`config.mk`:
```
export PLATFORM = sky130hd
export DESIGN_NAME = priority_queue_with_aging
export DESIGN_NICKNAME = d
export VERILOG_FILES = /design/src/rtl/pqa_pkg.sv /design/src/rtl/priority_queue_with_aging.sv /design/src/rtl/pqa_mem.sv
export SDC_FILE = /design/constraint.sdc
export NUM_CORES = 1
export LEC_CHECK = 0
export BUFFER_PORTS_ARGS = -buffer_cell sky130_fd_sc_hd__buf_2
export CAP_MARGIN = 10
export CORE_MARGIN = 2
export CORE_UTILIZATION = 40
export CTS_CLUSTER_DIAMETER = 100
export CTS_CLUSTER_SIZE = 14
export DETAILED_ROUTE_END_ITERATION = 10
export PLACE_DENSITY = 0.52
export SLEW_MARGIN = 20
export SYNTH_ARGS = -nofsm -noshare
export SYNTH_HDL_FRONTEND = slang
export SYNTH_SLANG_ARGS = --single-unit
```
`constraint.sdc`:
```
create_clock -name clk -period 6 [get_ports clk]
set_input_delay 0.9 -clock clk [delete_from_list [all_inputs] [get_ports clk]]
set_output_delay 0.9 -clock clk [all_outputs]
set_load 0.01 [all_outputs]
```
`src/rtl/pqa_pkg.sv`:
```
`default_nettype none
package pqa_pkg;

  localparam int unsigned QUEUE_DEPTH_DEF = 16;
  localparam logic [3:0]  MAX_PRIO_RESET  = 4'd10;

  localparam logic CMD_ENQ = 1'b0;
  localparam logic CMD_DEQ = 1'b1;

  localparam logic [1:0] ST_OK        = 2'd0;
  localparam logic [1:0] ST_EMPTY     = 2'd1;
  localparam logic [1:0] ST_PRIO_HIGH = 2'd2;
  localparam logic [1:0] ST_FULL      = 2'd3;

  typedef struct packed {
    logic               command;
    logic signed [31:0] value;
    logic [3:0]         priority_req;
  } in_t;

  typedef struct packed {
    logic signed [31:0] result_value;
    logic [1:0]         status;
    logic [4:0]         occupancy;
  } out_t;

  typedef struct packed {
    logic [3:0]         prio;
    logic signed [31:0] value;
  } entry_t;

endpackage
`default_nettype wire

```
`src/rtl/priority_queue_with_aging.sv`:
```
// Sorted queue kept in one single-port-read memory, front entry at address 0.
// Enqueue shifts each lower-priority entry back by one address before writing the new entry;
// dequeue takes the front entry and shifts the other occupancy-1 entries forward.
// Each shifted entry costs one memory read and one write-back.
// Rejected or empty-queue transactions go straight to the output state. One item at a time.
// Synchronous active-low reset: queue empty, priority limit = 10.
`default_nettype none
module priority_queue_with_aging #(
  parameter int unsigned QUEUE_DEPTH = pqa_pkg::QUEUE_DEPTH_DEF
) (
  input  wire logic         clk,
  input  wire logic         rst_n,
  input  wire logic         in_valid,
  output logic              in_stall,
  input  wire pqa_pkg::in_t in_data,
  output logic              out_valid,
  input  wire logic         out_stall,
  output pqa_pkg::out_t     out_data,
  input  wire logic         cfg_we,
  input  wire logic [3:0]   cfg_wdata
);

  localparam int unsigned AW = (QUEUE_DEPTH > 1) ? $clog2(QUEUE_DEPTH) : 1;
  localparam int unsigned CW = $clog2(QUEUE_DEPTH + 1);

  typedef enum logic [2:0] {
    S_IDLE, S_ENQ_RD, S_ENQ_CHK, S_DEQ_V, S_DEQ_RD, S_DEQ_WR, S_OUT
  } state_t;

  state_t          state_r;
  logic [3:0]      max_prio_r;
  logic [CW-1:0]   count_r;
  logic [CW-1:0]   k_r;
  pqa_pkg::entry_t new_r;
  pqa_pkg::out_t   res_r;
  pqa_pkg::out_t   out_r;
  logic            out_valid_r;

  logic            mem_we;
  logic [AW-1:0]   mem_waddr;
  pqa_pkg::entry_t mem_wdata;
  logic [AW-1:0]   mem_raddr;
  pqa_pkg::entry_t mem_rdata;
  logic [CW-1:0]   k_dec;
  logic [3:0]      aged_prio;

  assign k_dec     = k_r - CW'(1);
  assign aged_prio = (mem_rdata.prio < max_prio_r) ? mem_rdata.prio + 4'd1 : mem_rdata.prio;
  assign in_stall  = (state_r != S_IDLE);
  assign out_valid = out_valid_r;
  assign out_data  = out_r;

  pqa_mem #(.QUEUE_DEPTH(QUEUE_DEPTH)) u_mem (
    .clk     (clk),
    .we      (mem_we),
    .waddr   (mem_waddr),
    .wdata   (mem_wdata),
    .raddr   (mem_raddr),
    .rdata_r (mem_rdata)
  );

  always_comb begin
    mem_we    = 1'b0;
    mem_waddr = k_r[AW-1:0];
    mem_wdata = new_r;
    mem_raddr = '0;
    case (state_r)
      S_ENQ_RD: begin
        mem_raddr = k_dec[AW-1:0];
        if (k_r == '0) begin
          mem_we = 1'b1;
        end
      end
      S_ENQ_CHK: begin
        mem_we = 1'b1;
        if (mem_rdata.prio < new_r.prio) begin
          mem_wdata = mem_rdata;
        end
      end
      S_DEQ_RD: mem_raddr = k_r[AW-1:0];
      S_DEQ_WR: begin
        mem_we         = 1'b1;
        mem_waddr      = k_dec[AW-1:0];
        mem_wdata.prio = aged_prio;
        mem_wdata.value = mem_rdata.value;
      end
      default: ;
    endcase
  end

  always_ff @(posedge clk) begin
    if (!rst_n) begin
      state_r     <= S_IDLE;
      max_prio_r  <= pqa_pkg::MAX_PRIO_RESET;
      count_r     <= '0;
      out_valid_r <= 1'b0;
    end else begin
      if (cfg_we) begin
        max_prio_r <= cfg_wdata;
      end
      // S_OUT drives out_valid_r itself
      if (out_valid_r && !out_stall && state_r != S_OUT) begin
        out_valid_r <= 1'b0;
      end
      case (state_r)
        S_IDLE: begin
          if (in_valid) begin
            new_r.value <= in_data.value;
            new_r.prio  <= in_data.priority_req;
            res_r.result_value <= '0;
            res_r.occupancy    <= 5'(count_r);
            res_r.status       <= pqa_pkg::ST_OK;
            if (in_data.command == pqa_pkg::CMD_ENQ) begin
              if (in_data.priority_req > max_prio_r) begin
                res_r.status <= pqa_pkg::ST_PRIO_HIGH;
                state_r      <= S_OUT;
              end else if (count_r == CW'(QUEUE_DEPTH)) begin
                res_r.status <= pqa_pkg::ST_FULL;
                state_r      <= S_OUT;
              end else begin
                k_r     <= count_r;
                state_r <= S_ENQ_RD;
              end
            end else if (count_r == '0) begin
              res_r.status <= pqa_pkg::ST_EMPTY;
              state_r      <= S_OUT;
            end else begin
              state_r <= S_DEQ_V;
            end
          end
        end
        S_ENQ_RD: begin
          if (k_r == '0) begin
            count_r         <= count_r + CW'(1);
            res_r.occupancy <= 5'(count_r + CW'(1));
            state_r         <= S_OUT;
          end else begin
            state_r <= S_ENQ_CHK;
          end
        end
        S_ENQ_CHK: begin
          if (mem_rdata.prio < new_r.prio) begin
            k_r     <= k_dec;
            state_r <= S_ENQ_RD;
          end else begin
            count_r         <= count_r + CW'(1);
            res_r.occupancy <= 5'(count_r + CW'(1));
            state_r         <= S_OUT;
          end
        end
        S_DEQ_V: begin
          res_r.result_value <= mem_rdata.value;
          k_r                <= CW'(1);
          state_r            <= S_DEQ_RD;
        end
        S_DEQ_RD: begin
          if (k_r == count_r) begin
            count_r         <= k_dec;
            res_r.occupancy <= 5'(k_dec);
            state_r         <= S_OUT;
          end else begin
            state_r <= S_DEQ_WR;
          end
        end
        S_DEQ_WR: begin
          k_r     <= k_r + CW'(1);
          state_r <= S_DEQ_RD;
        end
        S_OUT: begin
          if (!out_valid_r || !out_stall) begin
            out_r       <= res_r;
            out_valid_r <= 1'b1;
            state_r     <= S_IDLE;
          end
        end
        default: state_r <= S_IDLE;
      endcase
    end
  end

endmodule
`default_nettype wire

```
`src/rtl/pqa_mem.sv`:
```
`default_nettype none
module pqa_mem #(
  parameter int unsigned QUEUE_DEPTH = pqa_pkg::QUEUE_DEPTH_DEF,
  localparam int unsigned AW = (QUEUE_DEPTH > 1) ? $clog2(QUEUE_DEPTH) : 1
) (
  input  wire logic            clk,
  input  wire logic            we,
  input  wire logic [AW-1:0]   waddr,
  input  wire pqa_pkg::entry_t wdata,
  input  wire logic [AW-1:0]   raddr,
  output pqa_pkg::entry_t      rdata_r
);

  pqa_pkg::entry_t mem [QUEUE_DEPTH];

  always_ff @(posedge clk) begin
    if (we) begin
      mem[waddr] <= wdata;
    end
    rdata_r <= mem[raddr];
  end

endmodule
`default_nettype wire
```
* Word-level counts from Yosys, hierarchy flattened
Memory sizes are Yosys's and may differ from the RTL's. A register that Yosys moved wholly into a read port is not among the register bits.
Cells that the tools add are included.
** Word-level totals
- Logic and storage cells :: 100
- Bits in registers :: 132
- Memories :: 1
- Input port bits :: 46
- Output and inout bits :: 41
- RAM bits :: 576
** Memories
- u_mem.mem :: depth 16, width 36, read ports 1, clocked after Yosys merged registers in 1, write ports 1, line pqa_mem.sv:14 : pqa_pkg::entry_t mem [QUEUE_DEPTH];
** Cells by class
- Add/sub/neg operators :: 4
- Eq/ne operators :: 18
- Magnitude comparators :: 3
- Reduce and logical (&&, ||, !) cells :: 22
- Muxes and demuxes :: 39
** Operators with widths (count)
- case mux 36 bit (2 select lines) :: 1
- case mux 32 bit (2 select lines) :: 1
- 2-to-1 mux 5 bit :: 8
- case mux 5 bit (4 select lines) :: 2
- 2-to-1 mux 39 bit :: 1
- 2-to-1 mux 36 bit :: 1
- 2-to-1 mux 3 bit :: 8
- inequality test 2 bit, second input constant :: 9
- case mux 3 bit (6 select lines) :: 1
- case mux 5 bit (3 select lines) :: 1
- adder 5 x 1 -> 5 bit, second input constant :: 2
- logical NOT 5 bit :: 2
- == test 3 bit, second input constant :: 3
- AND reduction 3 bit :: 3
- less-than comparator 4 bit :: 2
- 2-to-1 mux 2 bit :: 4
- 2-to-1 mux 4 bit :: 2
- case mux 4 bit (2 select lines) :: 1
- nonzero test 4 bit :: 2
- 2-to-1 mux 1 bit :: 7
- AND reduction 7 bit :: 1
- == test 3 x 2 -> 1 bit, second input constant :: 2
- AND reduction 6 bit :: 1
- nonzero test 3 bit :: 2
- 16 further kinds :: 19

* Depth between registers and ports, before layout
- Depth after elaboration :: 6
- Gate-level depth with buffers :: 11
- Depth with buffers taken out :: 8

* Hierarchy
From an unflattened synthesis, not the netlist that was laid out.
** Second synthesis, totals
- Cells, all modules :: 1482
- Area total of the unflattened synthesis :: 28503.6 um^2
** By module, submodules not included
- pqa_mem :: cells each 938, area each 22318.9 um^2, times used 1, seq. area each 18017.3 um^2
- priority_queue_with_aging :: cells each 544, area each 6184.7 um^2, times used 1, seq. area each 3833.7 um^2

* Worst setup path before layout
No wires, ideal clock.
- Path kind :: reg-to-reg
- Start point :: register state_r[1]
- End point :: memory u_mem.mem[7][0] (netlist name), enable pin
- Slack :: 2227 ps
- Path buffers :: 2
- Setup time :: 429 ps
- Data required time :: 5571 ps
- Arrival time :: 3344 ps
- Cell stages (with the launch flop) :: 8
- Period minus slack after synthesis :: 3773 ps
- Cell sequence :: dfxtp_1 > buf_2 > nand3b_1 > inv_1 > buf_2 > ha_1 > or3_1 > nor2_1
** On the way
- Cells in the longest elaborated chain, start to end :: 5
- Elaborated cells between the ends (all ways) :: 8
- Classes of those cells :: eq/ne: 3; mux: 4; reduce/logical: 1
** RTL lines
- start, declared :: line priority_queue_with_aging.sv:30 : state_t state_r;
- start signal, assigned :: line priority_queue_with_aging.sv:93 : state_r <= S_IDLE;
- start signal, assigned :: line priority_queue_with_aging.sv:116 : state_r <= S_OUT;
- start signal, assigned :: line priority_queue_with_aging.sv:119 : state_r <= S_OUT;
- == test 3 x 2 -> 1 bit or == test 3 bit (tied branches) :: line priority_queue_with_aging.sv:67 : case (state_r)
- OR reduction 2 bit (no source line)
- case mux 1 bit (2 select lines) :: line priority_queue_with_aging.sv:67
- 2-to-1 mux 1 bit :: line pqa_mem.sv:17 : if (we) begin
- 2-to-1 mux 1 bit (not written as such) :: line pqa_mem.sv:18 : mem[waddr] <= wdata;
- end, declared :: line pqa_mem.sv:14
Parallel ways exist; a longest one is shown, timed or not.

* Worst setup path after layout
- Start point :: register state_r[1]
- End point :: memory u_mem.mem[3][16] (netlist name), enable pin
Same word-level chain as after synthesis.

==> impl_metrics.py <==
metrics = {
    "run_status": {
        "status": "completed",
    },
    "placement": {
        "gp_congestion": 0.851,
        "portBuffers": 86,
        "dp.cells": 2402,
        "hpwl_um": 39100,
        "dpl_worst_slack_ps": 1980,
        "post_dp_cell_area_um2": 30200,
    },
    "timing": {
        "hold_viol_final": 0,
        "finalCritPeriodShare_pct": 67.1,
        "relSlewSlack_pct": 29.1,
        "timing.hold.ws_ps": 414,
        "fin_skew_ps": 16.7,
        "rsz0062_at_grt": "false",
        "fmax_mhz": 248,
        "drv_slew": 0,
        "worst_slew_pin_slew_ps": 1060,
        "fin_crit_ps": 4030,
        "fin_ws_ps": 1970,
        "setup_viol": 0,
        "tns_ps": 0,
    },
    "routing": {
        "vias": 13600,
        "first_pass_iters": 5,
        "avgRoutedWirePerCell_um": 25.7,
        "drt_iter0_drc": 1212,
        "antenna_left": 0,
        "remaining_drc_errors": 0,
        "drt-vias-per-instance": 5.42,
        "drt-total-wl_um": 64500,
    },
    "clock_tree": {
        "cts_max_path_buffers": 3,
        "cts_tree": "yes",
        "cts_resized": 0,
        "cts_hold_buf": 0,
        "cts_buffers": 59,
        "ctsRootBufferMaster": "clkbuf_16",
        "path_clk_slew_ps": 70,
        "postCtsSetupBuffers": 0,
        "clk_latency_ps": 630,
        "htreeDepth": 2,
        "cts.sinks": 744,
    },
    "critical_path": {
        "arrival_ps": 4330,
        "start_kind": "register",
        "crit_chain": "nand3b_1, buf_4, inv_1, ha_1, or3_1, nor2_4, buf_4",
        "cp_common_cell": "buf_4",
        "critPathKind": "reg2reg",
        "required_ps": 6300,
        "worstSetupEndpointType": "register",
        "crit_slowest_cell": "dfxtp_1",
        "reg2reg_slack_ps": 1970,
        "max_stage_delay_ps": 900,
        "worstPathMaxFanout": 23,
    },
    "logic_synthesis": {
        "synthDistinctLibCells": 61,
        "yosys.area.top_type": "edfxtp_1",
        "netlist_area_um2": 28500,
        "yosys_warnings": 0,
        "ys_seq_area_share_pct": 76.8,
        "muxShareOfSynthArea_pct": 12.8,
        "syn_avg_cell_area_um2": 20.2,
        "yosysMostFrequentCell": "edfxtp_1",
        "synth-xor-area-share_pct": 0.426,
        "syn-num-nets": 1472,
        "synth_top_area_share_pct": 73.3,
        "synth_common_cells": "edfxtp_1, mux4_2, a22oi_1",
        "synthAdderAreaFrac_pct": 0.747,
        "synth-edff-count": 695,
        "syn_inst": 1409,
        "synth_top_family_by_area": "multiplexers",
        "synth-simple-area-share_pct": 3.35,
        "synth_flop_cell": "edfxtp_1",
        "ys_ff_latch": 744,
        "synth_compound_area_share_pct": 4.29,
        "synthArstFlopShare_pct": 0,
        "ys_top_cells_by_area": "edfxtp_1, mux4_2, dfxtp_1, a22oi_1, mux2_2",
    },
    "global_route": {
        "grt.busiest_layer": "met2",
        "grt_use_met2_pct": 30.4,
        "track_usage_pct": 17.6,
        "use_met1_pct": 23.5,
        "grt_use_met3_pct": 2.32,
        "grt.overflow.total": 0,
        "grt_pass1_wl_um": 95000,
        "grt_max_degree": 82,
        "first_global_vias": 14200,
        "antenna_found_initial": 1,
    },
    "die": {
        "die-area_um2": 73300,
        "placeableCoreArea_um2": 70300,
        "start_util_pct": 40.5,
        "die_w_um": 271,
        "boundaryPins": 87,
        "die_y_um": 271,
        "fp-row-count": 97,
    },
    "finish": {
        "finalInstanceArea_um2": 31900,
        "area_delta_synth_final_pct": 12.0,
        "drive_above_1_share_pct": 25.2,
        "antenna-diode-count": 0,
        "fin_nets": 1587,
        "fill_cells": 5932,
        "utilization_pct": 45.4,
        "final_cells": 2510,
    },
    "power_and_ir_drop": {
        "power_mw": 13.6,
        "ir_worst_vdd_v": 0.000206,
        "power_density_nw_per_um2": 427,
        "leakagePower_nw": 10.2,
    },
    "min_path": {
        "hp-class": "reg2reg",
    },
    "job": {
        "cap_viol_max_count": 0,
    },
}
[cells by family (layout without fill, tap and decap cells)]
logic type / after synthesis / after routing
buf+inv: 90 / 251
flops: 744 / 744
fa+ha+maj: 17 / 17
compound gates: 171 / 171
mux: 179 / 179
simple gates: 195 / 195
xor+xnor: 13 / 13
[final timing paths]
| path | cells past startpoint | to | startpoint |
|---|---|---|---|
| worst min register to register | 0 | out_data[23]$_DFFE_PP_ | res_r[23]$_DFFE_PP_ |
| worst max-delay path | 7 | u_mem.mem[3][16]$_DFFE_PP_ | state_r[1]$_SDFFE_PN0P_ |
| worst max register to register | 7 | u_mem.mem[3][16]$_DFFE_PP_ | state_r[1]$_SDFFE_PN0P_ |
| worst min-delay path | 0 | out_data[23]$_DFFE_PP_ | res_r[23]$_DFFE_PP_ |
[cell usage in the layout (no fill, tap or decap), drive strengths merged, types with 5 or more instances in the layout]
cell	Yosys	routed
o211ai	6	6
inv	20	21
and2	33	33
xnor2	10	10
nor2	47	47
nand2	68	68
o21ai	18	18
nand2b	6	6
nor3	5	5
edfxtp	695	695
a21oi	21	21
dfxtp	49	49
o21a	5	5
mux4	144	144
buf	41	123
ha	17	17
nand3	14	14
nor2b	9	9
clkbuf	29	105
a22oi	80	80
mux2	32	32
[critical path, delay by kind of cell (launching register included)]
kind / cells / cell delay [ps]
simple gates: 3 / 1540
fa+ha+maj: 1 / 380
buf+inv: 3 / 840
flops: 1 / 900
[state kept, by name (all words and copies together), names as in the netlist]
| register | count |
|---|---|
| out_valid | 1 |
| state_r | 3 |
| u_mem.rdata_r | 36 |
| max_prio_r | 4 |
| count_r | 5 |
| out_data | 39 |
| res_r | 39 |
| k_r | 5 |
| new_r | 36 |
| u_mem.mem | 576 |
[routing by layer]
layer | up-vias | routed length (µm) | share of wire [%]
met2 | 302 | 32800 | 51
met5 | - | 0 | 0
met1 | 7232 | 27600 | 43
met3 | 84 | 2570 | 4.0
li1 | 5979 | - | -
met4 | 0 | 1440 | 2.2
[where the power goes]
part | internal, mW | switching [mW]
sequential | 6.50 | 0.235
combinational | 1.21 | 2.04
clock | 1.88 | 1.75
[cell type report]
cell class | count | area [µm²] | area share (%)
clock inverter | 3 | 45.0 | 0.141
inverter | 20 | 75.1 | 0.235
multi-input combinational | 575 | 6310 | 19.8
timing repair buffer | 124 | 753 | 2.36
clock buffer | 104 | 1670 | 5.23
sequential | 744 | 21900 | 68.5
tap | 940 | 1180 | 3.69
Power figures use the tool's default switching activity.
